$ cat config.mk
export PLATFORM = sky130hd
export DESIGN_NAME = char_lcd_cursor_writer
export DESIGN_NICKNAME = d
export VERILOG_FILES = /design/src/clw_pkg.sv /design/src/clw_emitter.sv /design/src/char_lcd_cursor_writer.sv
export SDC_FILE = /design/constraint.sdc
export NUM_CORES = 1
export LEC_CHECK = 0
export BUFFER_PORTS_ARGS = -buffer_cell sky130_fd_sc_hd__buf_2
export CORE_MARGIN = 4
export CORE_UTILIZATION = 58
export CTS_CLUSTER_DIAMETER = 80
export DETAILED_ROUTE_END_ITERATION = 10
export PLACE_DENSITY = 0.89
export SYNTH_ARGS = -nofsm -noshare
export SYNTH_HDL_FRONTEND = slang
export SYNTH_SLANG_ARGS = --single-unit
$ cat constraint.sdc
create_clock -name clk_i -period 3.3 [get_ports clk_i]
set_input_delay 0.66 -clock clk_i [delete_from_list [all_inputs] [get_ports clk_i]]
set_output_delay 0.66 -clock clk_i [all_outputs]
set_load 0.005 [all_outputs]
$ cat src/clw_pkg.sv
`timescale 1ns / 1ps

package clw_pkg;

  // Default display geometry.
  localparam int DefColumns = 20;
  localparam int DefLines   = 4;

  // Width of the byte index within one command's write script.
  localparam int IdxW = 4;

  // Number of bytes in the init script (lone nibble slot included).
  localparam int InitLen = 10;

  // Controller command bytes.
  localparam logic [7:0] CmdSetAddr  = 8'h80;
  localparam logic [7:0] CmdClear    = 8'h01;
  localparam logic [7:0] CmdFunc8    = 8'h38;
  localparam logic [7:0] AddrMask    = 8'h7F;
  localparam logic [7:0] HighNibMask = 8'hF0;

  // Reset values of the configuration registers.
  localparam logic [15:0] RstLongWait  = 16'd2000;
  localparam logic [15:0] RstShortWait = 16'd600;
  localparam logic [15:0] RstDataWait  = 16'd4;

  // Host command codes.
  typedef enum logic [1:0] {
    CMD_INIT  = 2'd0,
    CMD_GOTO  = 2'd1,
    CMD_CHAR  = 2'd2,
    CMD_CLEAR = 2'd3
  } cmd_e;

  // Configuration register indexes.
  typedef enum logic [1:0] {
    REG_EIGHT_BIT  = 2'd0,
    REG_LONG_WAIT  = 2'd1,
    REG_SHORT_WAIT = 2'd2,
    REG_DATA_WAIT  = 2'd3
  } cfg_reg_e;

  // Live configuration handed to the write emitter.
  typedef struct packed {
    logic        eight_bit;
    logic [15:0] long_wait;
    logic [15:0] short_wait;
    logic [15:0] data_wait;
  } cfg_t;

  // One decoded command, ready for the emitter.
  typedef struct packed {
    cmd_e            cmd;
    logic [7:0]      ch;
    logic [7:0]      addr;
    logic [IdxW-1:0] last_idx;
  } item_t;

  // Init script in 4-bit mode; in 8-bit mode the second entry becomes 0x38
  // and the lone nibble in the first entry is skipped.
  localparam logic [7:0] InitSeq [InitLen] = '{
    8'h20, 8'h28, 8'h08, 8'h01, 8'h06, 8'h02, 8'h0F, 8'h80, 8'h01, 8'h80
  };

  // DDRAM start address of a display line.
  function automatic logic [7:0] line_base(input logic [1:0] ln);
    logic [7:0] base;
    unique case (ln)
      2'd1:    base = 8'h40;
      2'd2:    base = 8'h14;
      2'd3:    base = 8'h54;
      default: base = 8'h00;
    endcase
    return base;
  endfunction

endpackage

$ cat src/clw_emitter.sv
`timescale 1ns / 1ps

module clw_emitter import clw_pkg::*; (
  input  logic        clk_i,
  input  logic        rst_ni,
  input  cfg_t        cfg_i,
  input  logic        item_load_i,
  input  item_t       item_i,
  output logic        take_o,
  output logic        out_valid_o,
  input  logic        out_stall_i,
  output logic        register_select_o,
  output logic [7:0]  bus_byte_o,
  output logic [15:0] wait_us_o,
  output logic        last_o
);

  logic            busy_q, busy_d;
  item_t           item_q;
  logic [IdxW-1:0] idx_q, idx_d;
  logic            nib_q, nib_d;

  logic            out_valid_q, out_valid_d;
  logic            rs_q;
  logic [7:0]      byte_q;
  logic [15:0]     wait_q;
  logic            last_q;

  logic            emit;
  logic            is_last;
  logic            whole;
  logic            lone;
  logic            rs_w;
  logic [7:0]      cur_byte;
  logic [15:0]     full_wait;
  logic [7:0]      w_byte;
  logic [15:0]     w_wait;

  // Pick the byte at the current script position.
  always_comb begin
    lone     = 1'b0;
    rs_w     = 1'b0;
    cur_byte = CmdSetAddr;
    unique case (item_q.cmd)
      CMD_INIT: begin
        lone     = (idx_q == '0) && !cfg_i.eight_bit;
        cur_byte = InitSeq[idx_q];
        if (idx_q == IdxW'(1) && cfg_i.eight_bit) begin
          cur_byte = CmdFunc8;
        end
      end
      CMD_GOTO: begin
        cur_byte = item_q.addr;
      end
      CMD_CHAR: begin
        if (idx_q == '0) begin
          rs_w     = 1'b1;
          cur_byte = item_q.ch;
        end else if (idx_q == IdxW'(1)) begin
          cur_byte = item_q.addr;
        end else begin
          cur_byte = CmdSetAddr;
        end
      end
      CMD_CLEAR: begin
        cur_byte = (idx_q == '0) ? CmdClear : CmdSetAddr;
      end
      default: begin
        cur_byte = CmdSetAddr;
      end
    endcase
  end

  // Wait after the byte, and the split into bus writes.
  always_comb begin
    if (rs_w) begin
      full_wait = cfg_i.data_wait;
    end else if (cur_byte <= CmdClear) begin
      full_wait = cfg_i.long_wait;
    end else begin
      full_wait = cfg_i.short_wait;
    end

    whole = cfg_i.eight_bit || lone;
    if (whole) begin
      w_byte = cur_byte;
      w_wait = lone ? 16'd0 : full_wait;
    end else if (!nib_q) begin
      w_byte = cur_byte & HighNibMask;
      w_wait = 16'd0;
    end else begin
      w_byte = {cur_byte[3:0], 4'h0};
      w_wait = full_wait;
    end
  end

  assign emit    = busy_q && (!out_valid_q || !out_stall_i);
  assign is_last = (idx_q == item_q.last_idx) && (whole || nib_q);
  assign take_o  = !busy_q || (emit && is_last);

  // Script position and busy flag.
  always_comb begin
    busy_d = busy_q;
    idx_d  = idx_q;
    nib_d  = nib_q;
    if (emit) begin
      if (whole || nib_q) begin
        idx_d = idx_q + IdxW'(1);
        nib_d = 1'b0;
      end else begin
        nib_d = 1'b1;
      end
      if (is_last) begin
        busy_d = 1'b0;
      end
    end
    if (item_load_i) begin
      busy_d = 1'b1;
      nib_d  = 1'b0;
      idx_d  = (item_i.cmd == CMD_INIT && cfg_i.eight_bit) ? IdxW'(1) : '0;
    end
  end

  // Output beat register.
  always_comb begin
    if (emit) begin
      out_valid_d = 1'b1;
    end else if (out_stall_i) begin
      out_valid_d = out_valid_q;
    end else begin
      out_valid_d = 1'b0;
    end
  end

  always_ff @(posedge clk_i or negedge rst_ni) begin
    if (!rst_ni) begin
      busy_q      <= 1'b0;
      idx_q       <= '0;
      nib_q       <= 1'b0;
      out_valid_q <= 1'b0;
    end else begin
      busy_q      <= busy_d;
      idx_q       <= idx_d;
      nib_q       <= nib_d;
      out_valid_q <= out_valid_d;
    end
  end

  always_ff @(posedge clk_i) begin
    if (item_load_i) begin
      item_q <= item_i;
    end
    if (emit) begin
      rs_q   <= rs_w;
      byte_q <= w_byte;
      wait_q <= w_wait;
      last_q <= is_last;
    end
  end

  assign out_valid_o       = out_valid_q;
  assign register_select_o = rs_q;
  assign bus_byte_o        = byte_q;
  assign wait_us_o         = wait_q;
  assign last_o            = last_q;

  // A new command only replaces one whose last write is leaving.
  a_load_on_last: assert property (@(posedge clk_i) disable iff (!rst_ni)
    item_load_i && busy_q |-> emit && is_last)
    else $error("command loaded over an unfinished one");

  // The script position never runs past the final byte.
  a_idx_bound: assert property (@(posedge clk_i) disable iff (!rst_ni)
    busy_q |-> idx_q <= item_q.last_idx)
    else $error("script index beyond final byte");

  // A write that is not the final one keeps the emitter busy.
  a_busy_after_mid: assert property (@(posedge clk_i) disable iff (!rst_ni)
    emit && !is_last |=> busy_q)
    else $error("emitter went idle in the middle of a command");

  // A beat with wait zero in 4-bit mode is never the final one.
  a_last_has_wait: assert property (@(posedge clk_i) disable iff (!rst_ni)
    emit && !cfg_i.eight_bit && !nib_q && !lone |-> !is_last)
    else $error("high nibble flagged as final write");

endmodule

$ cat src/char_lcd_cursor_writer.sv
`timescale 1ns / 1ps

// Character display bus writer for a controller of the HD44780 kind, 4-bit
// or 8-bit bus. Each accepted host command (init, goto, write character,
// clear) turns into a run of bus write beats, one per clock while the
// output is not stalled: goto 1 or 2 beats, character 1 to 6, clear 2 or 4,
// init 9 or 19. A command is decoded and the cursor updated in the cycle it
// is accepted; its beats follow once the emitter holds it. The next command is
// accepted in the same cycle the previous command's final beat is produced,
// so commands run back to back with no gap; the single output beat register
// sets the pace at one bus write per cycle unless stalled. Configuration
// writes are always ready and should only be made while no beats are pending.
module char_lcd_cursor_writer import clw_pkg::*; #(
  parameter int COLUMNS = DefColumns,
  parameter int LINES   = DefLines
) (
  input  logic        clk_i,
  input  logic        rst_ni,
  input  logic        cfg_valid_i,
  output logic        cfg_ready_o,
  input  logic [1:0]  cfg_index_i,
  input  logic [15:0] cfg_data_i,
  input  logic        in_valid_i,
  output logic        in_stall_o,
  input  logic [1:0]  command_i,
  input  logic [4:0]  column_i,
  input  logic [1:0]  line_i,
  input  logic [7:0]  character_i,
  output logic        out_valid_o,
  input  logic        out_stall_i,
  output logic        register_select_o,
  output logic [7:0]  bus_byte_o,
  output logic [15:0] wait_us_o,
  output logic        last_o
);

  localparam logic [4:0] MaxCol   = 5'(COLUMNS - 1);
  localparam logic [1:0] MaxLine  = 2'(LINES - 1);
  localparam logic [5:0] ColLimit = 6'(COLUMNS);
  localparam logic [2:0] LnLimit  = 3'(LINES);

  cfg_t       cfg_q;
  logic [4:0] col_q, col_d;
  logic [1:0] line_q, line_d;

  item_t      item_d;
  logic       take;
  logic       accept;

  logic [4:0] goto_col;
  logic [1:0] goto_line;
  logic [5:0] col_inc;
  logic [2:0] line_inc;
  logic       wrap;
  logic       over;

  assign cfg_ready_o = 1'b1;
  assign in_stall_o  = !take;
  assign accept      = in_valid_i && take;

  // Configuration registers.
  always_ff @(posedge clk_i or negedge rst_ni) begin
    if (!rst_ni) begin
      cfg_q.eight_bit  <= 1'b0;
      cfg_q.long_wait  <= RstLongWait;
      cfg_q.short_wait <= RstShortWait;
      cfg_q.data_wait  <= RstDataWait;
    end else if (cfg_valid_i) begin
      unique case (cfg_reg_e'(cfg_index_i))
        REG_EIGHT_BIT:  cfg_q.eight_bit  <= cfg_data_i[0];
        REG_LONG_WAIT:  cfg_q.long_wait  <= cfg_data_i;
        REG_SHORT_WAIT: cfg_q.short_wait <= cfg_data_i;
        REG_DATA_WAIT:  cfg_q.data_wait  <= cfg_data_i;
        default: ;
      endcase
    end
  end

  // Decode the command and work out the new cursor.
  always_comb begin
    goto_col  = (column_i > MaxCol) ? MaxCol : column_i;
    goto_line = (line_i > MaxLine) ? MaxLine : line_i;
    col_inc   = {1'b0, col_q} + 6'd1;
    line_inc  = {1'b0, line_q} + 3'd1;
    wrap      = col_inc >= ColLimit;
    over      = line_inc >= LnLimit;

    item_d.cmd      = cmd_e'(command_i);
    item_d.ch       = character_i;
    item_d.addr     = CmdSetAddr;
    item_d.last_idx = '0;
    col_d           = '0;
    line_d          = '0;

    unique case (cmd_e'(command_i))
      CMD_INIT: begin
        item_d.last_idx = IdxW'(InitLen - 1);
      end
      CMD_GOTO: begin
        item_d.addr = ((line_base(goto_line) + {3'b000, goto_col}) & AddrMask)
                      | CmdSetAddr;
        col_d       = goto_col;
        line_d      = goto_line;
      end
      CMD_CHAR: begin
        if (wrap) begin
          // Column wrap: address the next line, or line zero twice when
          // running off the bottom.
          item_d.addr     = over ? CmdSetAddr
                                 : (line_base(line_inc[1:0]) | CmdSetAddr);
          item_d.last_idx = over ? IdxW'(2) : IdxW'(1);
          col_d           = '0;
          line_d          = over ? 2'd0 : line_inc[1:0];
        end else begin
          col_d  = col_inc[4:0];
          line_d = line_q;
        end
      end
      CMD_CLEAR: begin
        item_d.last_idx = IdxW'(1);
      end
      default: begin
        item_d.last_idx = '0;
      end
    endcase
  end

  // Cursor position.
  always_ff @(posedge clk_i or negedge rst_ni) begin
    if (!rst_ni) begin
      col_q  <= '0;
      line_q <= '0;
    end else if (accept) begin
      col_q  <= col_d;
      line_q <= line_d;
    end
  end

  clw_emitter u_emitter (
    .clk_i             (clk_i),
    .rst_ni            (rst_ni),
    .cfg_i             (cfg_q),
    .item_load_i       (accept),
    .item_i            (item_d),
    .take_o            (take),
    .out_valid_o       (out_valid_o),
    .out_stall_i       (out_stall_i),
    .register_select_o (register_select_o),
    .bus_byte_o        (bus_byte_o),
    .wait_us_o         (wait_us_o),
    .last_o            (last_o)
  );

  // The cursor always stays on the display.
  a_cursor_range: assert property (@(posedge clk_i) disable iff (!rst_ni)
    col_q <= MaxCol && line_q <= MaxLine)
    else $error("cursor left the display area");

  // Init and clear send the cursor home.
  a_home: assert property (@(posedge clk_i) disable iff (!rst_ni)
    accept && (command_i == CMD_INIT || command_i == CMD_CLEAR)
    |=> col_q == '0 && line_q == '0)
    else $error("cursor not at home after init or clear");

  // A character write without wrap moves one column right on the same line.
  a_char_step: assert property (@(posedge clk_i) disable iff (!rst_ni)
    accept && command_i == CMD_CHAR && !wrap
    |=> col_q == $past(col_q) + 5'd1 && line_q == $past(line_q))
    else $error("cursor step on character write is wrong");

endmodule

Yosys cells after proc, flatten, opt, wreduce, memory -nomap -nowiden
Memory sizes are Yosys's and may differ from the RTL's.
Index checks and enable logic that the tools add are counted.

storage, ports and cells
  register bits = 111
  bits in latches = 0
  bits in writable memories = 0
  memory bits (read-only) = 128
  input bits = 40
  output and inout port bits = 29
  logic and storage cells = 123
  memories kept = 1

memory list
  memory           depth  width  rd ports  clocked after memory_dff  wr ports  RTL line           text
  (no name shown)  16     8      1         0                         0         clw_emitter.sv:47  cur_byte = InitSeq[idx_q];

cells by class
  $add $sub $neg = 4
  $mul = 0
  divide/modulo/power cells = 0
  magnitude comparators = 6
  equal/unequal tests = 19
  shifts and indexed selects = 0
  muxes and demuxes = 44
  bitwise operators = 1
  reduce and logical (&&, ||, !) cells = 30

operators with widths
  operator             count
  $mux 16              5
  $mux 8               8
  $pmux 7 s3           2
  $pmux 8 s4           1
  $eq 2x2->1 const B   10
  $pmux 8 s2           1
  $mux 7               2
  $reduce_and 2->1     7
  $mux 1               12
  $mux 4               3
  $pmux 4 s3           1
  $mux 11              1
  $eq 2x1->1 const B   5
  $mux 5               2
  $pmux 5 s2           1
  $le 8x1->1 const B   1
  $mux 2               4
  $add 7x5->7          1
  $logic_and 1x1->1    7
  $add 5x1->6 const B  1
  $ge 6x5->1 const B   1
  $logic_not 2->1      3
  $reduce_bool 2->1    3
  $ge 5x5->1 const B   1
  other kinds (14)     21

Longest topological paths before layout
  word-level depth = 11
  mapped depth = 10
  mapped depth without buffers = 8

Hierarchy
Synthesis repeated with hierarchy kept, for this count alone.

second synthesis, totals
  cells, all modules = 445
  area, all modules = 5439.0 µm²

by module, submodules not included
  module                  times used  cells each  area an instance (µm²)  seq. area each (µm²)
  clw_emitter             1           242         2777.7                  1616.6
  char_lcd_cursor_writer  1           203         2661.3                  1415.1

Worst setup path after synthesis
No wires, ideal clock.

  path type = register -> register
  start point = register u_emitter.idx_q[0]
  end point = register u_emitter.wait_q[10], in the netlist u_emitter.wait_us_o[10], data pin
  library setup time = 0.266 ns
  arrival = 2.176 ns
  data required time = 3.034 ns
  setup slack = 0.858 ns
  cell stages (with the launch flop) = 10
  path buffers = 1
  clock period less this slack = 2.442 ns
  cell sequence = dfrtp_1 -> inv_1 -> ha_1 -> or2_1 -> or2_2 -> a221oi_2 -> nand4_4 -> buf_12 -> mux2i_1 -> o21ai_1

between the ends
  word-level cells in the longest chain between the ends = 11
  elaborated cells between the ends (all ways) = 23
  those cells by class = order compare (1); eq/ne (1); mux (15); bitwise (1); reduce/logical (4); memory (1)

RTL lines
  what                                       RTL line                              text
  from (decl)                                clw_emitter.sv:20                     logic [IdxW-1:0] idx_q, idx_d;
  from (signal assigned)                     clw_emitter.sv:143                    idx_q <= idx_d;
  $not 4->5 (implied by the code)            clw_emitter.sv:47
  $mem_v2 16x8                               --
  $mux 8 (implied by the code) (2 in a row)  clw_emitter.sv:47
  $mux 8                                     clw_emitter.sv:48                     if (idx_q == IdxW'(1) && cfg_i.eight_bit) begin
  $pmux 8 s4                                 clw_emitter.sv:44                     unique case (item_q.cmd)
  $le 8x1->1                                 clw_emitter.sv:78                     end else if (cur_byte <= CmdClear) begin
  $mux 16                                    clw_emitter.sv:78
  $mux 16                                    clw_emitter.sv:76                     if (rs_w) begin
  $mux 16 (on tied branches)                 clw_emitter.sv:88, clw_emitter.sv:87
  $mux 16 (*)                                clw_emitter.sv:85                     if (whole) begin
  named net u_emitter.w_wait[10]             clw_emitter.sv:37                     logic [15:0] w_wait;
  to (signal assigned)                       clw_emitter.sv:156                    wait_q <= w_wait;
  to (decl)                                  clw_emitter.sv:26                     logic [15:0] wait_q;

Mark *: on every way through the listed nets, which the timed path passes. The rest lies on a longest branch. The select of a mux whose other input is x is not followed.
A chain may end at the register's enable or synchronous reset.

Worst setup path after layout
  start point = register u_emitter.idx_q[0]
  end point = output port in_stall_o

between the ends
  word-level cells in the longest chain between the ends = 9
  elaborated cells between the ends (all ways) = 10
  those cells by class = eq/ne (1); mux (1); reduce/logical (8)

RTL lines
  what                   RTL line                      text
  $logic_not 4->1        clw_emitter.sv:46             lone = (idx_q == '0) && !cfg_i.eight_bit;
  $logic_and 1x1->1      clw_emitter.sv:46
  $mux 1                 clw_emitter.sv:44
  $logic_or 1x1->1       clw_emitter.sv:84             whole = cfg_i.eight_bit || lone;
  $logic_or 1x1->1       clw_emitter.sv:98             assign is_last = (idx_q == item_q.last_idx) && (whole || nib_q);
  $logic_and 1x1->1 (*)  clw_emitter.sv:98
  $logic_and 1x1->1 (*)  clw_emitter.sv:99             assign take_o = !busy_q || (emit && is_last);
  $logic_or 1x1->1 (*)   clw_emitter.sv:99
  $logic_not 1->1 (*)    char_lcd_cursor_writer.sv:58  assign in_stall_o = !take;
  to (decl)              char_lcd_cursor_writer.sv:24  output logic in_stall_o,

Mark *: on every way between the ends. The rest lies on a longest branch, timed or not.

==> results.cfg <==
[status]
outcome = complete, no violations

[timing]
slew_violations = 0
period_share_pct = 91.5
skew_ps = 18.1
layout_min_cycle_time_ps = 3020
rsz0062_at_grt = no
setup_viol = 0
fin_tns_setup_ps = 0
hold_viol = 0
worst_pin_slew_ps = 945
max_freq_mhz = 331
slew_headroom_pct = 36.8

[job]
maxCapViolations = 0

[die]
rows = 34
die_h_um = 103
dieArea_sq_um = 10600
floorplan.initialDensity_pct = 59.9
core_area_sq_um = 8760
ioPinCount = 69
die_w_um = 103

[setup_path]
end_kind = primary output
worst_setup_path_start_kind = flip-flop
cp.required_ps = 2640
critPathMaxFanout = 8
critPathKind = reg -> out
r2r_slack_ps = 310
cp.arrival_ps = 2360

[synthesis]
synth_edf_count = 46
synth_area_leaders = edfxtp_1 (26%), dfrtp_1 (25%), mux2_2 (11%), dfstp_2 (5.5%), ha_1 (4.8%)
async_flop_share_pct = 57.8
synth_nets = 468
synth_area_leader_cell = edfxtp_1
ys_types = 57
ys_seq_area_share_pct = 56.6
syn_inst = 408
synthesis.area_sq_um = 5250
yosysWarnings = 0
ys_ff_latch = 109
synth.most_common_cell = dfrtp_1
ys.flop_type = dfrtp_1
synth_top_area_share_pct = 26.3
synth_common_cells = dfrtp_1 (52), mux2_2 (51), edfxtp_1 (46)
synth.avg_cell_area_sq_um = 12.9

[final_layout]
layout.nets = 534
syn2layout_area_growth_pct = 12.1
n_antenna_cell = 0
drive_gt1_share_pct = 33.8

[detailed_routing]
via_per_inst = 5.87
antenna_left = 0
routed_wl_um = 11100
drc = 0
first_iter_violations = 219
drtPass1Iterations = 5
wl_per_cell_um = 18.9
route.vias.total = 3448

[clock_tree]
ctsResizeCount = 0
cts_tree = yes
cts_buffers = 9
cts.sinks = 109
clk_pin_slew_ps = 120
cts_buffer_depth = 2
cts-htree-levels = 3
hold_buffers = 0
insertion_delay_ps = 380
root_buffer = clkbuf_8
post-cts-setup-buffers = 0

[power_and_ir_drop]
power_density_nw_per_um2 = 692
power_w = 0.00407
p_leak_nw = 2.51
ir_worst_vdd_mv = 0.286

[place]
dpl.hpwl_um = 7780
place.gp.congestion = 0.872
portBuffers = 67

[grt]
overflow = 0
grt_max_degree = 39
grt_use_total_pct = 21.9
grt_pass1_vias = 3481
antenna_found_initial = 0
grt_pass1_wl_um = 17600

[min_path]
hold_path_class = in -> async
-- cells by family after synthesis --
group,synth area share (%)
DFF,56.6
buffers and inverters,2.93
xor gates and xnor gates,1.17
other,0.0715
and+or+nand+nor,10.4
muxes,15.0
AOI/OAI and AO/OA,9.02
adders and majority gates,4.77
-- final cells by class --
type,count,area [sq um]
Inverter,13,48.8
Fill cell,612,2880
Multi-Input combinational cell,269,2130
Clock buffer,10,149
Clock inverter,6,65.1
Sequential cell,109,2970
Timing Repair Buffer,72,385
Tap cell,108,135
-- final timing paths --
path | from | end | cells past startpoint
max reg2reg | u_emitter.idx_q[0] | u_emitter.wait_us_o[15] | 8
min | rst_ni | cfg_q[46] | 1
max | u_emitter.idx_q[0] | in_stall_o | 7
max in group asynchronous | rst_ni | cfg_q[20] | 2
min reg2reg | cfg_q[17] | cfg_q[17] | 1
min in group clk_i | character_i[7] | u_emitter.item_q[19] | 1
-- report_power, final --
group	total [W]	leakage, nW	switching [W]	internal [W]
Clock	0.000847	0.110	0.000501	0.000346
Combinational	0.00118	1.22	0.000638	0.000545
Sequential	0.00204	1.18	0.000250	0.00179
-- per-layer routing --
| layer | global-route usage, % | part of all wire, % | up-vias |
|---|---|---|---|
| met2 | 36.5 | 51 | 124 |
| met1 | 29.1 | 41 | 1691 |
| met5 | 0 | 0 | - |
| li1 | - | - | 1608 |
| met3 | 4.26 | 6.2 | 25 |
| met4 | 6.87 | 1.9 | 0 |
-- critical path, stage by stage, from the launching register on --
cell and delay (ps):
dfrtp_1 490, inv_1 130, ha_1 210, nor3b_4 270, a211oi_1 170, o41ai_2 460
inv_1 110, buf_2 140
-- placed cells by master (no fill, tap or decap), types with 3 or more instances in the layout --
cell type / Yosys / final
buf_2: 2 / 67
dfrtp_1: 52 / 52
mux2_2: 51 / 51
edfxtp_1: 46 / 46
nand2_1: 32 / 32
nor2_1: 22 / 22
mux2i_1: 21 / 21
ha_1: 20 / 20
o21ai_0: 20 / 19
inv_1: 13 / 13
o21ai_1: 11 / 12
dfstp_2: 11 / 11
nand3_1: 9 / 9
clkbuf_8: 0 / 9
a21oi_1: 6 / 6
xnor2_1: 5 / 5
nand2b_1: 5 / 5
nor2b_1: 5 / 5
a221oi_2: 4 / 4
buf_4: 2 / 4
and2_1: 3 / 3
a21boi_0: 3 / 3
o2bb2ai_1: 3 / 3
o21a_1: 3 / 3
a222oi_1: 3 / 3
and3_1: 3 / 3
nor3_1: 3 / 3
inv_6: 0 / 3
-- sequential cells by signal (all words and copies together) (netlist names), 2 cells and up --
register and flops:
cfg_q 49, line_q 2, u_emitter.item_q 20, u_emitter.idx_q 4, u_emitter.wait_us_o 16, u_emitter.bus_byte_o 8, col_q 5
-- through the flow --
step	hold WS (ps)	area (sq um)	std cells	worst slack [ps]	util, %
2_1_floorplan	364	5250	408	858	-
3_3_place_gp	462	5660	571	596	64.6
3_5_place_dp	477	5660	571	497	64.6
4_1_cts	373	5880	587	139	67.0
5_1_grt	432	5880	587	136	67.1
6_report	371	5880	587	281	67.1
Note: power is estimated with default switching activity, not from simulation.
